**src/rtl/nsds_pkg.sv**
```systemverilog
// ----------------------------------------------------------------------------
// nsds_pkg: shared types and constants for the send-delay scheduler
// Widths, register map codes, reset values, sequencer states and the
// control/status structs between the top level and the divider.
// ----------------------------------------------------------------------------
package nsds_pkg;

    // time base and datapath widths
    localparam int TIME_BITS = 48;
    localparam int LEN_W     = 32;
    localparam int REG_W     = 32;
    localparam int PROD_W    = 2 * LEN_W;
    localparam int ADDR_W    = 5;
    localparam int BASE_W    = REG_W - 1;
    localparam int SUM_W     = TIME_BITS + 1;
    localparam int EXT_W     = ((SUM_W > PROD_W) ? SUM_W : PROD_W) + 1;

    localparam logic [TIME_BITS-1:0] TIME_MASK = '1;

    // divider: quotient bits retired per cycle
    localparam int DIV_STEPS = 2;
    localparam int DIV_CNT   = PROD_W / DIV_STEPS;
    localparam int DIV_CNT_W = $clog2(DIV_CNT);

    // register reset values
    localparam logic [REG_W-1:0] RST_P0_LEN = 32'd0;
    localparam logic [REG_W-1:0] RST_P1_LEN = 32'd1024;
    localparam logic [REG_W-1:0] RST_P2_LEN = 32'd65536;
    localparam logic [REG_W-1:0] RST_LAT    = 32'd0;
    localparam logic [REG_W-1:0] RST_GAP    = 32'd0;

    // register map, word index
    typedef enum logic [2:0] {
        REG_P0_LEN = 3'd0,
        REG_P0_LAT = 3'd1,
        REG_P1_LEN = 3'd2,
        REG_P1_LAT = 3'd3,
        REG_P2_LEN = 3'd4,
        REG_P2_LAT = 3'd5,
        REG_GAP    = 3'd6
    } reg_idx_t;

    // sequencer states
    typedef enum logic [3:0] {
        ST_IDLE,
        ST_SEG,
        ST_MULT,
        ST_LOAD,
        ST_DIV,
        ST_COST,
        ST_SUM,
        ST_DELAY,
        ST_SLOT
    } state_t;

    typedef struct packed {
        logic              start;
        logic [PROD_W-1:0] dividend;
        logic [LEN_W-1:0]  divisor;
    } div_ctrl_t;

    typedef struct packed {
        logic              done;
        logic [PROD_W-1:0] quot;
    } div_stat_t;

endpackage

```
**src/rtl/nsds_div.sv**
```systemverilog
// ----------------------------------------------------------------------------
// nsds_div: iterative unsigned divider
// Restoring division of a PROD_W-bit dividend by a LEN_W-bit divisor,
// DIV_STEPS quotient bits per cycle. Quotient holds after done pulses.
// ----------------------------------------------------------------------------
module nsds_div (
    input  logic                aclk,
    input  logic                aresetn,
    input  nsds_pkg::div_ctrl_t ctrl_i,
    output nsds_pkg::div_stat_t stat_o
);

    logic [nsds_pkg::PROD_W-1:0]    quot_reg, quot_next;
    logic [nsds_pkg::LEN_W-1:0]     rem_reg, rem_next;
    logic [nsds_pkg::LEN_W-1:0]     dvs_reg, dvs_next;
    logic [nsds_pkg::DIV_CNT_W-1:0] cnt_reg, cnt_next;
    logic                           run_reg, run_next;
    logic                           done_reg, done_next;

    logic [nsds_pkg::PROD_W-1:0]    quo_v;
    logic [nsds_pkg::LEN_W-1:0]     rem_v;
    logic [nsds_pkg::LEN_W:0]       trial;

    // DIV_STEPS restoring steps per cycle
    always_comb begin
        rem_v = rem_reg;
        quo_v = quot_reg;
        trial = '0;
        for (int i = 0; i < nsds_pkg::DIV_STEPS; i++) begin
            trial = {rem_v, quo_v[nsds_pkg::PROD_W-1]};
            quo_v = {quo_v[nsds_pkg::PROD_W-2:0], 1'b0};
            if (trial >= {1'b0, dvs_reg}) begin
                trial    = trial - {1'b0, dvs_reg};
                quo_v[0] = 1'b1;
            end
            rem_v = trial[nsds_pkg::LEN_W-1:0];
        end
    end

    // iteration control
    always_comb begin
        quot_next = quot_reg;
        rem_next  = rem_reg;
        dvs_next  = dvs_reg;
        cnt_next  = cnt_reg;
        run_next  = run_reg;
        done_next = 1'b0;
        if (ctrl_i.start) begin
            quot_next = ctrl_i.dividend;
            rem_next  = '0;
            dvs_next  = ctrl_i.divisor;
            cnt_next  = '0;
            run_next  = 1'b1;
        end else if (run_reg) begin
            quot_next = quo_v;
            rem_next  = rem_v;
            cnt_next  = cnt_reg + 1'b1;
            if (cnt_reg == nsds_pkg::DIV_CNT_W'(nsds_pkg::DIV_CNT - 1)) begin
                run_next  = 1'b0;
                done_next = 1'b1;
            end
        end
    end

    always_ff @(posedge aclk) begin
        if (!aresetn) begin
            run_reg  <= 1'b0;
            done_reg <= 1'b0;
        end else begin
            run_reg  <= run_next;
            done_reg <= done_next;
        end
        quot_reg <= quot_next;
        rem_reg  <= rem_next;
        dvs_reg  <= dvs_next;
        cnt_reg  <= cnt_next;
    end

    assign stat_o.done = done_reg;
    assign stat_o.quot = quot_reg;

endmodule

```
**config.mk**
```make
export PLATFORM = sky130hd
export DESIGN_NAME = nsds_div
export DESIGN_NICKNAME = d
export VERILOG_FILES = /design/src/rtl/nsds_pkg.sv /design/src/rtl/nsds_div.sv
export SDC_FILE = /design/constraint.sdc
export NUM_CORES = 1
export LEC_CHECK = 0
export ABC_AREA = 1
export CAP_MARGIN = 20
export CORE_ASPECT_RATIO = 0.75
export CORE_MARGIN = 2
export CORE_UTILIZATION = 66
export DETAILED_ROUTE_END_ITERATION = 8
export DONT_BUFFER_PORTS = 1
export GPL_ROUTABILITY_DRIVEN = 0
export HOLD_SLACK_MARGIN = 0.02
export PLACE_DENSITY = 0.84
export SYNTH_ARGS = -nofsm -noshare
export SYNTH_HDL_FRONTEND = slang
export SYNTH_SLANG_ARGS = --single-unit
```
**constraint.sdc**
```tcl
create_clock -name aclk -period 6.25 [get_ports aclk]
set_input_delay 0.9375 -clock aclk [delete_from_list [all_inputs] [get_ports aclk]]
set_output_delay 0.9375 -clock aclk [all_outputs]
set_load 0.005 [all_outputs]
```
[Word level (Yosys, flattened, before mapping)]
Cells that the tools add are included.
Word-level totals
  flip-flop bits (word level): 135
  input bits: 99
  output and inout bits: 65
  word-level logic and storage cells: 26
Operators by class
  add/sub/neg operators: 3
  magnitude comparators: 2
  equality and inequality tests: 1
  muxes and demuxes: 10
  bitwise operators: 2
  reduce and logical (&&, ||, !) cells: 2
Operators by type and width (number)
  2-to-1 mux 64 bit: 2
  >= comparator 33 x 32 -> 1 bit: 2
  2-to-1 mux 32 bit: 2
  subtractor 32 bit: 2
  2-to-1 mux 1 bit: 6
  adder 5 x 1 -> 5 bit (second input constant): 1
  equality test 5 bit (second input constant): 1
  OR reduction 3 bit: 1
  NOT 1 bit: 2
  nonzero test 2 bit: 1

[Depth between registers and ports, before layout]
  word-level depth: 6
  mapped depth: 33
  gate-level depth less buffers: 31

[Worst setup path before layout]
No wires, ideal clock.
  kind: flip-flop to flip-flop
  start: reg dvs_reg[2] (netlist bit)
  end: reg quot_reg[0] (netlist bit) (data pin)
  library setup time: 270 ps
  data arrival time: 3440 ps
  data required time: 5980 ps
  path slack: 2540 ps
  cell stages (with the launch flop): 28
  buffers on the path: 3
  clock period less this slack: 3710 ps
  path through: edfxtp_1 inv_1 ha_1 buf_2 nand2_1 nand2_1 nand2_1 nand2_1 nand2_1 nand3_1 nand2_1 nand3_2 nand2_2 nand2_4 buf_2 o21ai_0 inv_1 ha_1 nand2_1 inv_1 a21oi_1 a21boi_0 nand2_1 nand2_1 nand2_1 nand2_2 buf_1 a31oi_1
On the way
  word-level cells in the longest chain between the ends: 6
  elaborated cells between the ends (all ways): 7
  those cells by class: 1 x add/sub; 2 x order compare; 4 x mux
Ends and longest elaborated chain
  start: declaration: line nsds_div.sv:15  | logic [nsds_pkg::LEN_W-1:0] dvs_reg, dvs_next;
  start signal: assignment: line nsds_div.sv:75  | dvs_reg <= dvs_next;
  subtractor 32 bit / >= comparator 33 x 32 -> 1 bit (equally long branches): line nsds_div.sv:33, nsds_div.sv:32
  2-to-1 mux 32 bit: line nsds_div.sv:32  | if (trial >= {1'b0, dvs_reg}) begin
  >= comparator 33 x 32 -> 1 bit (*): line nsds_div.sv:32
  2-to-1 mux 1 bit (*): line nsds_div.sv:32
  2-to-1 mux 64 bit (*): line nsds_div.sv:54  | end else if (run_reg) begin
  2-to-1 mux 64 bit (*): line nsds_div.sv:48  | if (ctrl_i.start) begin
  named net quot_next (one bit): line nsds_div.sv:13  | logic [nsds_pkg::PROD_W-1:0] quot_reg, quot_next;
  end signal: assignment: line nsds_div.sv:73  | quot_reg <= quot_next;
  end: declaration: line nsds_div.sv:13
Mark *: on every way through the listed nets, which the timed path passes. The rest lies on a longest branch. The select of a mux whose other input is x is not followed.
A chain may end at the register's enable or synchronous reset.

[Final worst setup path]
  start: reg dvs_reg[14] (netlist bit)
  end: reg rem_reg[2] (netlist bit)
On the way
  word-level cells in the longest chain between the ends: 4
  elaborated cells between the ends (all ways): 6
  those cells by class: 2 x add/sub; 2 x order compare; 2 x mux
Ends and longest elaborated chain
  >= comparator 33 x 32 -> 1 bit / subtractor 32 bit (equally long branches): line nsds_div.sv:32, nsds_div.sv:33
  2-to-1 mux 32 bit: line nsds_div.sv:32
  subtractor 32 bit / >= comparator 33 x 32 -> 1 bit (equally long branches): line nsds_div.sv:33, nsds_div.sv:32
  2-to-1 mux 32 bit (*): line nsds_div.sv:32
  end signal: assignment: line nsds_div.sv:74  | rem_reg <= rem_next;
  end: declaration: line nsds_div.sv:14  | logic [nsds_pkg::LEN_W-1:0] rem_reg, rem_next;
Mark *: on every way between the ends. The rest lies on a longest branch, timed or not.

==> summary.md <==
| Metric | Value |
|---|---|
| Run status | completed |
| Hold violation count in the final report | 0 |
| CTS tree | yes |
| CTS resizes | 0 |
| Total congestion overflow after global routing | 0 |
| Pin count of the biggest net entering global routing | 100 |
| Hold Crit Class | reg2reg |
| Netlist area before placement | 0.01035 mm2 |
| YS warnings | 0 |
| Average instance area after synthesis | 6.787 um2 |
| Count of state elements after synthesis | 135 |
| Antenna Violating Nets Remaining | 0 |
| Post-Synthesis Net Count | 1,692 |
| Initial drt markers | 1,248 |
| Wirelength, routed | 28.81 mm |
| ANT cells | 0 |
| First-pass GRT wire length | 45.62 mm |
| Peak VDD IR | 0.3242 mV |
| Flip-flop count of the largest register, all copies and words added | 64 |
| Die W | 148.6 um |
| Pre-Repair DR Iteration Count | 5 |
| Max Transition Viols Final | 0 |
| Number of setup buffers added after CTS | 0 |
| Vias | 9,910 |
| Arrival time of data at the critical path endpoint | 5.59 ns |
| Post-layout net count | 1,678 |
| Cell with the most instances after synthesis | sky130_fd_sc_hd__nand2_1 |
| Data required, critical path | 6.56 ns |
| Util after Layout | 0.7186 |
| Part of the cycle the worst path needs | 0.8451 |
| Min Clock Period, post-route | 5.282 ns |
| Fraction of final layout cells sized beyond drive strength 1 | 0.03937 |
| Most used flip-flop cell after synthesis | sky130_fd_sc_hd__edfxtp_1 |
| Maximum fanout along the worst path | 54 |
| Via count of the first global-routing pass | 9,029 |
| Number of hold buffers added after cts | 0 |
| Kind of critical path | reg2reg |
| Cell seen most often among critical-path stages | sky130_fd_sc_hd__nand2_1 |
| Top cell type's share of synthesized area | 0.2785 |
| Layout fillers | 1,235 |
| Average wire per cell in the routed design | 16.66 um |
| DRC | 0 |
| Initial cell density of the core | 0.6776 |
| DP Wirelength | 22.39 mm |
| Number of enable flip-flop cells after synthesis | 96 |
| Slew of the pin with the lowest slew margin | 1.037 ns |
| Setup clock skew after layout | 0.01177 ns |
| Core area | 0.01527 mm2 |
| Clock Path Buffers | 2 |
| Endpoint type of the worst setup path | flop |
| Overall Global Routing Usage | 0.3503 |
| Static leakage power | 5.975 nW |
| Setup repair after global routing missed its margin | false |
| Cell area after placement | 0.01044 mm2 |
| Overall die height | 112.5 um |
| Sequential cell area in the final layout | 0.003664 mm2 |
| Initial antenna violation count | 1 |
| Share of synthesized area occupied by flip-flops and latches | 0.3540 |
| # IOs | 164 |
| Reported max-cap violation count | 0 |
| Kind of start point of the critical path | flop |
| Clock Latency Late Sink | 0.43 ns |
| Syn Inst Count | 1,525 |
| Asr flop ratio synth | 0 |
| CP Cell Sequence | inv_1 -> ha_1 -> nand2_1 -> nand2_1 -> nand2_1 -> nand3_1 -> inv_1 -> nand2_1 -> nand2_1 -> nand3_2 -> nand2_2 -> nand2_4 -> o21ai_0 -> inv_1 -> ha_1 -> nand2_1 -> nor2_1 -> inv_1 -> nor3_1 -> a21oi_1 -> nand4_4 -> nand2_1 -> nand3_1 -> nand2_1 |
| CTS Buf Count | 17 |
| Distinct cell type count after synthesis | 42 |
| Cell with the largest stage delay on the worst path | sky130_fd_sc_hd__o21ai_0 |
| CTS H-tree depth | 4 |
| Design Area, Final | 0.01098 mm2 |
| Via-to-Cell Ratio | 5.732 |
| Top cell type by total area after synthesis | sky130_fd_sc_hd__edfxtp_1 |
| Setup-failing EPs final | 0 |
| Top post-synthesis cells by count | 624 x sky130_fd_sc_hd__nand2_1, 229 x sky130_fd_sc_hd__inv_1, 111 x sky130_fd_sc_hd__nand3_1 |
| Clock-pin slew on the worst setup and hold paths | 0.06 ns |
| Port buffer count | 0 |
| Crit-path max cell delay | 0.70 ns |
| Area of the multi-input gates | 0.005619 mm2 |
| Library cell used as clock root buffer | sky130_fd_sc_hd__clkbuf_16 |
| Sum of negative setup slack | 0 ns |
| Maximum operating frequency | 189.3 MHz |
| P&R area growth vs syn | 6.044% |
| Power density of the placed cells | 209.7 mW/mm2 |
| Floorplan row count | 39 |
| Die outline area | 0.01671 mm2 |
| Synth area leaders | sky130_fd_sc_hd__edfxtp_1 28%, sky130_fd_sc_hd__nand2_1 23%, sky130_fd_sc_hd__inv_1 8.3% |
| Max-Slew Margin vs Limit | 0.3043 |
| Number of sinks handled by clock tree synthesis | 135 |
[power breakdown]
| group | total, mW | switching (mW) | leakage [nW] | internal [mW] |
|---|---|---|---|---|
| Combinational | 0.312 | 0.216 | 4.44 | 0.0958 |
| Clock | 0.906 | 0.398 | 0.253 | 0.507 |
| Sequential | 1.08 | 0.0464 | 1.29 | 1.04 |
[worst max-delay path: cells and delay by family, from the launching register on]
kind,cells,cell delay (ns)
AO/OA/AOI/OAI,2,0.99
adder cells (fa/ha/maj),2,0.66
buffers and inverters,4,0.45
flip-flops,1,0.38
AND/OR/NAND/NOR,16,2.63
[area by class of cell]
type / count / share of cell area
inverters: 233 / 0.07969
repair buffers: 4 / 0.002736
flip-flops and latches: 135 / 0.3338
well taps: 205 / 0.02337
clock buffers: 18 / 0.03910
clock inverters: 14 / 0.009348
multi-input cells: 1120 / 0.5120
[kinds of logic (layout without fill, tap and decap cells)]
group / count (synthesis) / count (layout) / synth area share
compound gates: 144 / 144 / 0.07701
xor+xnor: 41 / 41 / 0.03469
fa+ha+maj: 68 / 68 / 0.08366
buf+inv: 270 / 269 / 0.1034
flops: 135 / 135 / 0.3540
simple gates: 867 / 867 / 0.3473
[final timing paths]
check | cells after the start | from | endpoint | slack (ns)
max | 24 | dvs_reg[14] | rem_reg[2] | 0.97
min | 2 | rem_reg[17] | rem_reg[17] | 0.47
max reg2reg | 24 | dvs_reg[14] | rem_reg[2] | 0.97
min reg2reg | 2 | rem_reg[17] | rem_reg[17] | 0.47
[through the flow]
| stage | cells | worst slack (ns) | hold WS (ns) | total power, mW |
|---|---|---|---|---|
| 2_1_floorplan | 1525 | 2.540 | 0.4451 | 1.317 |
| 3_3_place_gp | 1697 | 1.465 | 0.4575 | 1.395 |
| 3_5_place_dp | 1697 | 1.333 | 0.4621 | 1.402 |
| 4_1_cts | 1729 | 1.253 | 0.4767 | 2.295 |
| 5_1_grt | 1729 | 0.6404 | 0.4935 | 2.380 |
| 6_report | 1729 | 0.9679 | 0.4730 | 2.301 |
[placed cells by master (no fill, tap or decap), types with 2 or more instances in the layout]
cell                         instances
sky130_fd_sc_hd__a21boi_0            8
sky130_fd_sc_hd__a21o_1              2
sky130_fd_sc_hd__a21oi_1            63
sky130_fd_sc_hd__a22o_1              2
sky130_fd_sc_hd__a31oi_1             3
sky130_fd_sc_hd__buf_4               4
sky130_fd_sc_hd__clkbuf_16          17
sky130_fd_sc_hd__clkinv_2            4
sky130_fd_sc_hd__clkinv_4            3
sky130_fd_sc_hd__clkinvlp_4          4
sky130_fd_sc_hd__dfxtp_1            39
sky130_fd_sc_hd__edfxtp_1           96
sky130_fd_sc_hd__fa_1                2
sky130_fd_sc_hd__ha_1               66
sky130_fd_sc_hd__inv_1             227
sky130_fd_sc_hd__inv_2               5
sky130_fd_sc_hd__inv_6               3
sky130_fd_sc_hd__nand2_1           624
sky130_fd_sc_hd__nand2_2             7
sky130_fd_sc_hd__nand2_4             3
sky130_fd_sc_hd__nand3_1           111
sky130_fd_sc_hd__nand3b_1            7
sky130_fd_sc_hd__nand4_1            15
sky130_fd_sc_hd__nor2_1             75
sky130_fd_sc_hd__nor2_2              4
sky130_fd_sc_hd__nor3_1             12
sky130_fd_sc_hd__o21a_1              4
sky130_fd_sc_hd__o21ai_0            49
sky130_fd_sc_hd__o21bai_1           11
sky130_fd_sc_hd__xnor2_1            25
sky130_fd_sc_hd__xor2_1             16
[per-layer routing]
layer  up-vias  part of all wire  global-route usage
met4         2             0.031              0.1175
li1       4789                 -                   -
met1      4416              0.42              0.5020
met2       627              0.41              0.5068
met3        76              0.14              0.1077
met5         -           0.00045                   0
Power figures use the tool's default switching activity.
